==> config.mk <==
export PLATFORM = sky130hd
export DESIGN_NAME = aging_station_table_unit
export DESIGN_NICKNAME = d
export VERILOG_FILES = /design/src/hw/rtl/ast_pkg.sv /design/src/hw/rtl/ast_ctrl.sv /design/src/hw/rtl/ast_dpath.sv /design/src/hw/rtl/aging_station_table_unit.sv
export SDC_FILE = /design/constraint.sdc
export NUM_CORES = 1
export LEC_CHECK = 0
export ABC_AREA = 0
export BUFFER_PORTS_ARGS = -buffer_cell sky130_fd_sc_hd__buf_2
export CORE_UTILIZATION = 60
export CTS_CLUSTER_DIAMETER = 120
export CTS_CLUSTER_SIZE = 25
export DETAILED_ROUTE_END_ITERATION = 10
export GPL_ROUTABILITY_DRIVEN = 1
export GPL_TIMING_DRIVEN = 0
export MAX_ROUTING_LAYER = met4
export PLACE_DENSITY = 0.77
export SYNTH_ARGS = -nofsm -noshare
export SYNTH_HDL_FRONTEND = slang
export SYNTH_SLANG_ARGS = --single-unit
==> constraint.sdc <==
create_clock -name clock -period 19 [get_ports clock]
set_input_delay 0 -clock clock [delete_from_list [all_inputs] [get_ports clock]]
set_output_delay 0 -clock clock [all_outputs]
set_load 0.05 [all_outputs]
==> src/hw/rtl/ast_pkg.sv <==
// ----------------------------------------------------------------------------
// ast_pkg
// Shared types and constants for the aging station table: request kinds,
// controller states, slot entry layout and controller/datapath links.
// ----------------------------------------------------------------------------
package ast_pkg;

   localparam int SLOTS_DEFAULT = 16;

   localparam int ADDR_W = 48;
   localparam int MODE_W = 8;
   localparam int MEMB_W = 8;
   localparam int LIFE_W = 8;

   localparam int REQ_DATA_W = ADDR_W + MODE_W + MEMB_W;
   localparam int REQ_USER_W = 2;

   localparam int SLOT_OUT_W  = 4;
   localparam int COUNT_OUT_W = 5;
   localparam int RSP_DATA_W  = 16;

   localparam logic [LIFE_W-1:0] LIFETIME_RESET = 8'h96;

   typedef enum logic [REQ_USER_W-1:0] {
      REQ_BEACON     = 2'd0,
      REQ_TICK       = 2'd1,
      REQ_CLEAR_TBL  = 2'd2,
      REQ_CLEAR_FLAG = 2'd3
   } ast_req_kind_type;

   typedef enum logic [2:0] {
      ST_IDLE,
      ST_SCAN,
      ST_DRAIN,
      ST_COMMIT,
      ST_RESP
   } ast_state_type;

   typedef struct packed {
      logic [LIFE_W-1:0] life;
      logic [MEMB_W-1:0] members;
      logic [MODE_W-1:0] mode;
      logic [ADDR_W-1:0] addr;
   } ast_entry_type;

   typedef struct packed {
      logic capture;     // take the request word
      logic scan_start;  // rewind scan pointer, clear search results
      logic scan_issue;  // read the slot under the scan pointer
      logic commit;      // apply the request to the table
      logic resp_load;   // load the response register
   } ast_cmd_type;

   typedef struct packed {
      logic scan_last;
      logic rsp_free;
   } ast_sts_type;

endpackage

==> src/hw/rtl/ast_ctrl.sv <==
// ----------------------------------------------------------------------------
// ast_ctrl
// Sequencer for the station table: accepts a request, steps the slot scan,
// commits the update and hands the response word to the output register.
// ----------------------------------------------------------------------------
module ast_ctrl (
   input  logic                            clock,
   input  logic                            reset,
   input  logic                            req_tvalid,
   output logic                            req_tready,
   input  logic [ast_pkg::REQ_USER_W-1:0]  req_tuser,
   input  ast_pkg::ast_sts_type            sts,
   output ast_pkg::ast_cmd_type            cmd
);

   ast_pkg::ast_state_type state_ff;
   ast_pkg::ast_state_type state_in;
   ast_pkg::ast_req_kind_type kind;

   assign kind = ast_pkg::ast_req_kind_type'(req_tuser);

   always_ff @(posedge clock) begin
      if (reset) begin
         state_ff <= ast_pkg::ST_IDLE;
      end else begin
         state_ff <= state_in;
      end
   end

   always_comb begin
      state_in = state_ff;
      unique case (state_ff)
         ast_pkg::ST_IDLE: begin
            if (req_tvalid) begin
               // only beacons and ticks need to visit the slots
               if (kind == ast_pkg::REQ_BEACON || kind == ast_pkg::REQ_TICK) begin
                  state_in = ast_pkg::ST_SCAN;
               end else begin
                  state_in = ast_pkg::ST_COMMIT;
               end
            end
         end
         ast_pkg::ST_SCAN: begin
            if (sts.scan_last) begin
               state_in = ast_pkg::ST_DRAIN;
            end
         end
         ast_pkg::ST_DRAIN: begin
            state_in = ast_pkg::ST_COMMIT;
         end
         ast_pkg::ST_COMMIT: begin
            state_in = ast_pkg::ST_RESP;
         end
         ast_pkg::ST_RESP: begin
            if (sts.rsp_free) begin
               state_in = ast_pkg::ST_IDLE;
            end
         end
         default: begin
            state_in = ast_pkg::ST_IDLE;
         end
      endcase
   end

   always_comb begin
      cmd        = '0;
      req_tready = 1'b0;
      unique case (state_ff)
         ast_pkg::ST_IDLE: begin
            req_tready     = 1'b1;
            cmd.capture    = req_tvalid;
            cmd.scan_start = req_tvalid;
         end
         ast_pkg::ST_SCAN: begin
            cmd.scan_issue = 1'b1;
         end
         ast_pkg::ST_DRAIN: begin
         end
         ast_pkg::ST_COMMIT: begin
            cmd.commit = 1'b1;
         end
         ast_pkg::ST_RESP: begin
            cmd.resp_load = sts.rsp_free;
         end
         default: begin
         end
      endcase
   end

endmodule

==> src/hw/rtl/ast_dpath.sv <==
// ----------------------------------------------------------------------------
// ast_dpath
// Slot storage and scan datapath: live bits, live count, change flag, the
// slot memory with its registered read, search results and response register.
// ----------------------------------------------------------------------------
module ast_dpath #(
   parameter int SLOTS = ast_pkg::SLOTS_DEFAULT
) (
   input  logic                            clock,
   input  logic                            reset,
   input  logic                            csr_wr_en,
   input  logic [ast_pkg::LIFE_W-1:0]      csr_wr_data,
   input  logic [ast_pkg::REQ_DATA_W-1:0]  req_tdata,
   input  logic [ast_pkg::REQ_USER_W-1:0]  req_tuser,
   output logic                            rsp_tvalid,
   input  logic                            rsp_tready,
   output logic [ast_pkg::RSP_DATA_W-1:0]  rsp_tdata,
   input  ast_pkg::ast_cmd_type            cmd,
   output ast_pkg::ast_sts_type            sts
);

   localparam int IDX_W = $clog2(SLOTS);
   localparam int CNT_W = $clog2(SLOTS + 1);

   // configuration
   logic [ast_pkg::LIFE_W-1:0] lifetime_ff;
   logic [ast_pkg::LIFE_W-1:0] load_life;

   // captured request
   ast_pkg::ast_req_kind_type  kind_ff;
   logic [ast_pkg::ADDR_W-1:0] addr_ff;
   logic [ast_pkg::MODE_W-1:0] mode_ff;
   logic [ast_pkg::MEMB_W-1:0] memb_ff;

   // table state
   logic [SLOTS-1:0] live_ff, live_in;
   logic [CNT_W-1:0] count_ff, count_in;
   logic             flag_ff, flag_in;

   ast_pkg::ast_entry_type mem [SLOTS];
   ast_pkg::ast_entry_type rd_data_ff;
   logic                   wr_en;
   logic [IDX_W-1:0]       wr_addr;
   ast_pkg::ast_entry_type wr_data;

   // scan pipeline
   logic [IDX_W-1:0] rd_idx_ff;
   logic             eval_valid_ff;
   logic [IDX_W-1:0] eval_idx_ff;
   logic             eval_live;
   logic [ast_pkg::LIFE_W-1:0] dec_life;

   // search results
   logic             hit_found_ff, hit_found_in;
   logic [IDX_W-1:0] hit_idx_ff, hit_idx_in;
   logic             free_found_ff, free_found_in;
   logic [IDX_W-1:0] free_idx_ff, free_idx_in;
   logic [IDX_W-1:0] sel_idx;
   logic             beacon;

   // response
   logic                           rsp_valid_ff, rsp_valid_in;
   logic [ast_pkg::RSP_DATA_W-1:0] rsp_data_ff;
   logic [IDX_W+ast_pkg::SLOT_OUT_W-1:0]  slot_ext;
   logic [CNT_W+ast_pkg::COUNT_OUT_W-1:0] count_ext;
   logic [ast_pkg::SLOT_OUT_W-1:0]        rsp_slot;
   logic                                  rsp_hit;
   logic                                  rsp_stored;

   always_ff @(posedge clock) begin
      if (reset) begin
         lifetime_ff <= ast_pkg::LIFETIME_RESET;
      end else if (csr_wr_en) begin
         lifetime_ff <= csr_wr_data;
      end
   end

   // a zero lifetime is taken as one so a stored slot is always live
   assign load_life = (lifetime_ff == '0) ? ast_pkg::LIFE_W'(1) : lifetime_ff;

   always_ff @(posedge clock) begin
      if (cmd.capture) begin
         kind_ff <= ast_pkg::ast_req_kind_type'(req_tuser);
         addr_ff <= req_tdata[ast_pkg::ADDR_W-1:0];
         mode_ff <= req_tdata[ast_pkg::ADDR_W +: ast_pkg::MODE_W];
         memb_ff <= req_tdata[ast_pkg::ADDR_W+ast_pkg::MODE_W +: ast_pkg::MEMB_W];
      end
   end

   assign beacon = (kind_ff == ast_pkg::REQ_BEACON);

   // scan pointer and read stage
   always_ff @(posedge clock) begin
      if (reset) begin
         eval_valid_ff <= 1'b0;
      end else begin
         eval_valid_ff <= cmd.scan_issue;
      end
   end

   always_ff @(posedge clock) begin
      if (cmd.scan_start) begin
         rd_idx_ff <= '0;
      end else if (cmd.scan_issue) begin
         rd_idx_ff <= rd_idx_ff + IDX_W'(1);
      end
      eval_idx_ff <= rd_idx_ff;
   end

   assign sts.scan_last = (rd_idx_ff == IDX_W'(SLOTS - 1));

   always_ff @(posedge clock) begin
      if (wr_en) begin
         mem[wr_addr] <= wr_data;
      end
   end

   always_ff @(posedge clock) begin
      if (cmd.scan_issue) begin
         rd_data_ff <= mem[rd_idx_ff];
      end
   end

   assign eval_live = live_ff[eval_idx_ff];
   assign dec_life  = rd_data_ff.life - ast_pkg::LIFE_W'(1);
   assign sel_idx   = hit_found_ff ? hit_idx_ff : free_idx_ff;

   // evaluate stage, commit and write port
   always_comb begin
      live_in       = live_ff;
      count_in      = count_ff;
      flag_in       = flag_ff;
      hit_found_in  = hit_found_ff;
      hit_idx_in    = hit_idx_ff;
      free_found_in = free_found_ff;
      free_idx_in   = free_idx_ff;
      wr_en         = 1'b0;
      wr_addr       = eval_idx_ff;
      wr_data       = rd_data_ff;

      if (cmd.scan_start) begin
         hit_found_in  = 1'b0;
         free_found_in = 1'b0;
      end

      if (eval_valid_ff) begin
         if (beacon) begin
            // lowest live match wins, else lowest free slot
            if (eval_live && rd_data_ff.addr == addr_ff && !hit_found_ff) begin
               hit_found_in = 1'b1;
               hit_idx_in   = eval_idx_ff;
            end
            if (!eval_live && !free_found_ff) begin
               free_found_in = 1'b1;
               free_idx_in   = eval_idx_ff;
            end
         end else if (eval_live) begin
            wr_en        = 1'b1;
            wr_data.life = dec_life;
            if (dec_life == '0) begin
               live_in[eval_idx_ff] = 1'b0;
               count_in             = count_ff - CNT_W'(1);
               flag_in              = 1'b1;
            end
         end
      end

      if (cmd.commit) begin
         case (kind_ff)
            ast_pkg::REQ_BEACON: begin
               wr_addr         = sel_idx;
               wr_data.life    = load_life;
               wr_data.members = memb_ff;
               wr_data.mode    = mode_ff;
               wr_data.addr    = addr_ff;
               if (hit_found_ff) begin
                  wr_en = 1'b1;
               end else if (free_found_ff) begin
                  wr_en            = 1'b1;
                  live_in[sel_idx] = 1'b1;
                  count_in         = count_ff + CNT_W'(1);
                  flag_in          = 1'b1;
               end
            end
            ast_pkg::REQ_CLEAR_TBL: begin
               live_in  = '0;
               count_in = '0;
            end
            ast_pkg::REQ_CLEAR_FLAG: begin
               flag_in = 1'b0;
            end
            default: begin
            end
         endcase
      end
   end

   always_ff @(posedge clock) begin
      if (reset) begin
         live_ff  <= '0;
         count_ff <= '0;
         flag_ff  <= 1'b0;
      end else begin
         live_ff  <= live_in;
         count_ff <= count_in;
         flag_ff  <= flag_in;
      end
   end

   always_ff @(posedge clock) begin
      hit_found_ff  <= hit_found_in;
      hit_idx_ff    <= hit_idx_in;
      free_found_ff <= free_found_in;
      free_idx_ff   <= free_idx_in;
   end

   // response word
   assign slot_ext   = {{ast_pkg::SLOT_OUT_W{1'b0}}, sel_idx};
   assign count_ext  = {{ast_pkg::COUNT_OUT_W{1'b0}}, count_ff};
   assign rsp_stored = beacon && (hit_found_ff || free_found_ff);
   assign rsp_hit    = beacon && hit_found_ff;
   assign rsp_slot   = rsp_stored ? slot_ext[ast_pkg::SLOT_OUT_W-1:0] : '0;

   assign sts.rsp_free = !rsp_valid_ff || rsp_tready;

   always_comb begin
      rsp_valid_in = rsp_valid_ff;
      if (cmd.resp_load) begin
         rsp_valid_in = 1'b1;
      end else if (rsp_tready) begin
         rsp_valid_in = 1'b0;
      end
   end

   always_ff @(posedge clock) begin
      if (reset) begin
         rsp_valid_ff <= 1'b0;
      end else begin
         rsp_valid_ff <= rsp_valid_in;
      end
   end

   always_ff @(posedge clock) begin
      if (cmd.resp_load) begin
         rsp_data_ff <= {4'b0000, flag_ff, count_ext[ast_pkg::COUNT_OUT_W-1:0],
                         rsp_stored, rsp_hit, rsp_slot};
      end
   end

   assign rsp_tvalid = rsp_valid_ff;
   assign rsp_tdata  = rsp_data_ff;

endmodule

==> src/hw/rtl/aging_station_table_unit.sv <==
// ----------------------------------------------------------------------------
// aging_station_table_unit
// Table of heard stations keyed by 48-bit address, with a lifetime counter
// per slot; beacons refresh or fill slots, ticks age them out.
//
//  port group   dir  payload
//  req_         in   tuser: kind; tdata: address, mode, member count
//  rsp_         out  tdata: slot, hit, stored, live count, change flag
//  csr_         in   8-bit entry lifetime, write only
//
// Beacon and tick words pass through accept, a scan with one slot read per
// cycle through the single read port of the slot memory, drain, commit and
// response; clear words skip the scan and drain. One word is worked on at a time.
// Reset empties every slot and clears the change flag at once.
// A stalled response holds the unit in its response step only if the
// output register is still occupied.
// ----------------------------------------------------------------------------
module aging_station_table_unit #(
   parameter int SLOTS = ast_pkg::SLOTS_DEFAULT
) (
   input  logic                            clock,
   input  logic                            reset,
   input  logic                            csr_wr_en,
   input  logic [ast_pkg::LIFE_W-1:0]      csr_wr_data,
   input  logic                            req_tvalid,
   output logic                            req_tready,
   // [47:0] station_address, [55:48] game_mode, [63:56] member_count
   input  logic [ast_pkg::REQ_DATA_W-1:0]  req_tdata,
   // [1:0] req_type
   input  logic [ast_pkg::REQ_USER_W-1:0]  req_tuser,
   output logic                            rsp_tvalid,
   input  logic                            rsp_tready,
   // [3:0] slot, [4] hit, [5] stored, [10:6] valid_count, [11] changed
   output logic [ast_pkg::RSP_DATA_W-1:0]  rsp_tdata
);

   ast_pkg::ast_cmd_type cmd;
   ast_pkg::ast_sts_type sts;

   ast_ctrl u_ctrl (
      .clock      (clock),
      .reset      (reset),
      .req_tvalid (req_tvalid),
      .req_tready (req_tready),
      .req_tuser  (req_tuser),
      .sts        (sts),
      .cmd        (cmd)
   );

   ast_dpath #(
      .SLOTS (SLOTS)
   ) u_dpath (
      .clock       (clock),
      .reset       (reset),
      .csr_wr_en   (csr_wr_en),
      .csr_wr_data (csr_wr_data),
      .req_tdata   (req_tdata),
      .req_tuser   (req_tuser),
      .rsp_tvalid  (rsp_tvalid),
      .rsp_tready  (rsp_tready),
      .rsp_tdata   (rsp_tdata),
      .cmd         (cmd),
      .sts         (sts)
   );

endmodule

; Word level (Yosys, flattened, before mapping)
; Memory sizes are Yosys's and may differ from the RTL's. A register that Yosys moved wholly into a read port is not among the register bits.
; Cells that the tools add are included.
[op_classes]
n_lt_le_gt_ge = 4
n_reduce_logical = 23
eq_ne = 12
n_mux = 68
bitwise = 3
add_sub_neg = 4
[ops]
columns = op, n
row1 = $mux W72, 2
row2 = $mux W16, 7
row3 = $eq A48 B48 Y1, 1
row4 = $mux W5, 7
row5 = $mux W1, 33
row6 = $mux W8, 4
row7 = $pmux W16 S2, 1
row8 = $and A16 B16 Y16, 1
row9 = $logic_not A8 Y1, 2
row10 = $not A16 Y16, 1
row11 = $or A16 B16 Y16, 1
row12 = $pmux W3 S5, 1
row13 = $mux W4, 3
row14 = $lt A4 B5 Y1 const B, 2
row15 = $pmux W5 S2, 1
row16 = $mux W3, 3
row17 = $reduce_and A3 Y1, 3
row18 = $demux W1 S4, 2
row19 = $ge A4 B1 Y1 const B, 2
row20 = $sub A8 B1 Y8 const B, 1
row21 = $logic_and A1 B1 Y1, 7
row22 = $eq A3 B2 Y1 const B, 2
row23 = $add A5 B1 Y5 const B, 1
row24 = $sub A5 B1 Y5 const B, 1
row25 = other kinds (16), 25
[word_totals]
ramBits = 1152
memories = 1
elab_cells = 134
reg_bits = 131
inputBits = 79
[mem_list]
columns = memory, words, word_bits, rd, rd_clocked_by_memory_dff, wr, line_no
row1 = u_dpath.mem, 16, 72, 1, 1, 1, ast_dpath.sv:40  ; ast_pkg::ast_entry_type mem [SLOTS];

; Logic depth before layout (Yosys ltp)
[logic_depth]
depth_word = 15
ltp_mapped = 9
ltp_nobuf = 7

; Cells and area by module
; Synthesis repeated with hierarchy kept, for this count alone.
[hier_totals]
hier_cells = 1926
area_unflattened_um2 = 41182.0
[modules_own_cells]
columns = module, cells_per_inst, instances, area_each_um2, seq_area_each_um2
row1 = ast_dpath, 1906, 1, 40988.1, 31530.2
row2 = ast_ctrl, 20, 1, 193.9, 60.1

; Least setup slack after synthesis
; Ideal clock, no wire load.
[synth_timing]
kind = register -> register
from = register u_dpath.kind_ff[1]
to = memory u_dpath.mem[0][0] (netlist bit) (enable)
t_arrival_ps = 5559
setup_ps = 539
stages_incl_launch_ff = 9
period_less_slack_ps = 6098
n_path_buf = 2
slack_ps = 12902
cell_sequence = edfxtp_1 inv_1 ha_1 clkbuf_1 and4b_1 buf_2 mux2i_1 nand2_1 nor3_1
[synth_between]
elab_chain_len = 9
elab_cells_between_ends = 11
[synth_lines]
columns = item, line_no
row1 = from (decl), ast_dpath.sv:30  ; ast_pkg::ast_req_kind_type kind_ff;
row2 = from (signal assigned), ast_dpath.sv:83  ; kind_ff <= ast_pkg::ast_req_kind_type'(req_tuser);
row3 = $logic_not A2 Y1 *, "ast_dpath.sv:90, ast_dpath.sv:169"
row4 = $mux W1, ast_dpath.sv:147  ; if (beacon) begin
row5 = $mux W1, ast_dpath.sv:146  ; if (eval_valid_ff) begin
row6 = $mux W1, ast_dpath.sv:178  ; end else if (free_found_ff) begin
row7 = $mux W1, ast_dpath.sv:176  ; if (hit_found_ff) begin
row8 = $mux W1, ast_dpath.sv:169  ; case (kind_ff)
row9 = $mux W1, ast_dpath.sv:168  ; if (cmd.commit) begin
row10 = $mux W1, ast_dpath.sv:113  ; if (wr_en) begin
row11 = $mux W1 (not written as such), ast_dpath.sv:114  ; mem[wr_addr] <= wr_data;
row12 = to (decl), ast_dpath.sv:40
; Mark *: on every way between the ends. The rest lies on a longest branch, timed or not.

; Final worst setup path
[layout_timing]
from = register u_dpath.kind_ff[0]
to = memory u_dpath.mem[8][24] (netlist bit) (enable)
; The elaborated chain is that of the path after synthesis.

==> reports/metrics.cfg <==
[timing]
finalMaxSlewViolations = 0
timing.slew.headroom_pct = 19.7
fin_setup_tns_ns = 0
max_freq_mhz = 245
tightest_slew_ns = 1.20
post-route-period-util_pct = 21.5
skew_ns = 0.0289
final-hold-violation-count = 0
period_needed_ns = 4.08
setup_viol = 0
rsz0062_at_grt = no

[synth]
synth_seq_cells = 1067
synth.top_cell.area_share_pct = 74.0
synthCells = 1962
yosysWarnings = 0
synth_area_leaders = edfxtp_1 (74%), mux4_2 (15%), dfxtp_1 (2.2%)
yosys.area.top_type = edfxtp_1
post-synth-top-count-cell = edfxtp_1
ys_top_cells_by_count = edfxtp_1 (1022), mux4_2 (282), nand2_1 (172)
synthFlopType = edfxtp_1
synth-edff-count = 1022
ys_types = 64
avgSynthCellArea_um2 = 21.2
syn_area_um2 = 41500
yosysSeqAreaShare_pct = 76.1
async_flop_share_pct = 0

[worst_setup_path]
r2r_slack_ns = 14.92
cp_max_fo = 10
worstSetupEndpointType = flop
critPathLaunchType = flop
worstPathRequired_ns = 19.34
cp.arrival_ns = 4.42
critPathKind = flop to flop

[die]
die_w_um = 265
start_util_pct = 60.6
fp.dieH_um = 265
num_rows = 96
core_area_um2 = 68500
pin_count = 97
dieArea_um2 = 70200

[routing]
first_pass_iters = 6
routed_wl_um = 100000
vias = 21089
drcViolationCount = 0
viasPerCell = 6.74
ant_nets = 0
routedWlPerCell_um = 32.1
drtIter0Drc = 3134

[grt]
antenna_found_initial = 0
grtUsageTotal_pct = 30.1
grt_pass1_wl_um = 145000
grt-ovfl-total = 0
grt_pass1_vias = 21492
grt_max_degree = 50

[clocking]
htree_levels = 2
clk_pin_slew_ns = 0.10
clockBufferDepth = 3
cts_sinks = 1067
cts_made_buffers = 48
clock_latency_ns = 0.65
ctsResizeCount = 0
cts_tree = built
cts_root_buf = clkbuf_16

[power_and_ir_drop]
peakVddDrop_mv = 0.0729
finalPower_w = 0.00535
cellLeakagePower_nw = 14.4
p_per_area_nw_per_um2 = 115

[placement]
dpl-instance-area_um2 = 44400
gp_congestion = 0.890
portBuffers = 76
post-dp-hpwl_um = 63500

[hold_path]
hp-class = input port to flop

[run_status]
status = complete, no violations

[finish]
final_area_um2 = 46300
area_growth_pct = 11.7
n_fill_cell = 4146
nets = 2311
drive_gt1_share_pct = 25.1
post-route-util_pct = 67.7

[job]
cap_viol_max_count = 0

-- metal layers --
| layer | track usage, % | part of all wire (%) |
|---|---|---|
| met5 | - | 0 |
| met4 | 10.2 | 3.5 |
| met3 | 4.18 | 9.5 |
| met2 | 48.1 | 50 |
| met1 | 40.5 | 37 |
-- cells in the final DEF, fill, tap and decap left out, types with 6 or more instances in the layout --
cell / Yosys / final
nor3_2: 2 / 6
nor2_4: 0 / 12
nand4_1: 20 / 20
nor2_1: 53 / 41
edfxtp_1: 1022 / 1022
xnor2_1: 51 / 51
buf_2: 34 / 110
a211o_1: 7 / 7
buf_8: 0 / 11
buf_1: 11 / 11
inv_1: 12 / 11
clkbuf_16: 0 / 50
buf_12: 0 / 19
nor3_1: 20 / 16
a21oi_1: 9 / 9
mux2i_1: 13 / 13
nand2_1: 172 / 172
dlygate4sd3_1: 0 / 64
buf_4: 9 / 11
a32o_1: 17 / 17
buf_6: 3 / 25
mux2_2: 6 / 6
clkbuf_1: 43 / 61
mux4_2: 282 / 282
nand2b_1: 8 / 8
nor2b_1: 15 / 15
nand3_1: 19 / 19
ha_1: 7 / 7
buf_16: 0 / 16
o21ai_0: 7 / 7
dfxtp_1: 45 / 45
-- metrics by stage --
step	hold slack, ns	cells	setup WS (ns)
4_1_cts	0.00149	3127	14.93
5_1_grt	0.0467	3127	14.62
6_report	0.00699	3128	14.92
3_3_place_gp	0.176	2923	7.35
3_5_place_dp	0.178	2993	14.96
2_1_floorplan	0.0989	1965	12.90
-- cell type report --
type	count	area, µm²	share of cell area, %
multi-input cells	786	9520	20.5
diodes	1	2.50	0.00540
well taps	882	1100	2.38
clock buffers	68	1320	2.85
flip-flops and latches	1067	31600	68.2
plain buffers	100	474	1.02
inverters	12	47.5	0.103
clock inverters	2	25.0	0.0540
repair buffers	210	2270	4.90
-- registers in the layout, summed over array words and instances, names as in the netlist --
name and flops:
u_dpath.live_ff 16, u_dpath.addr_ff 48, u_ctrl.state_ff 3, u_dpath.kind_ff 2
u_dpath.rsp_tvalid 1, u_dpath.rd_data_ff 56, u_dpath.flag_ff 1, u_dpath.free_idx_ff 4
u_dpath.lifetime_ff 8, u_dpath.rsp_tdata 12, u_dpath.hit_idx_ff 4, u_dpath.count_ff 5
u_dpath.free_found_ff 1, u_dpath.rd_idx_ff 4, u_dpath.mem 896, u_dpath.eval_idx_ff 4
u_dpath.eval_valid_ff 1, u_dpath.hit_found_ff 1
-- timing repair --
action	CTS	global route
setup buffers	0	0
hold buffers	64	0
endpoints found under the setup margin	0	0
hold endpoints to repair	73	0
-- cells by family after synthesis --
kind of cell	after synthesis	share of synthesized area (%)
flip-flops	1067	76.1
AO/OA/AOI/OAI	78	1.55
other	1	0.00904
adder cells (fa/ha/maj)	7	0.211
buffers and inverters	112	1.25
multiplexers	301	15.8
AND/OR/NAND/NOR	339	3.85
XOR/XNOR	57	1.22
-- power breakdown --
part / internal (W) / total (W) / switching, W
Sequential: 0.00292 / 0.00300 / 0.0000789
Combinational: 0.000458 / 0.00118 / 0.000718
Clock: 0.000487 / 0.00117 / 0.000687
-- path summary, 6_finish.rpt --
| kind | startpoint | to | cells after the start |
|---|---|---|---|
| worst max-delay path | u_dpath.kind_ff[0] | u_dpath.mem[8][24] | 12 |
| worst min-delay path | csr_wr_en | u_dpath.lifetime_ff[2] | 4 |
| worst min register to register | u_dpath.rd_idx_ff[2] | u_dpath.eval_idx_ff[2] | 0 |
| worst max register to register | u_dpath.kind_ff[0] | u_dpath.mem[8][24] | 12 |
-- worst max-delay path, stage by stage, from the launching register on --
cell,delay (ns)
edfxtp_1,0.38
inv_1,0.09
ha_1,0.15
clkbuf_1,0.32
nand4b_1,0.34
clkbuf_1,0.30
o21ai_0,0.33
nand2_1,0.29
nor3_2,0.74
buf_6,0.27
buf_6,0.19
buf_8,0.17
buf_4,0.20
(Power assumes the default switching activity.)
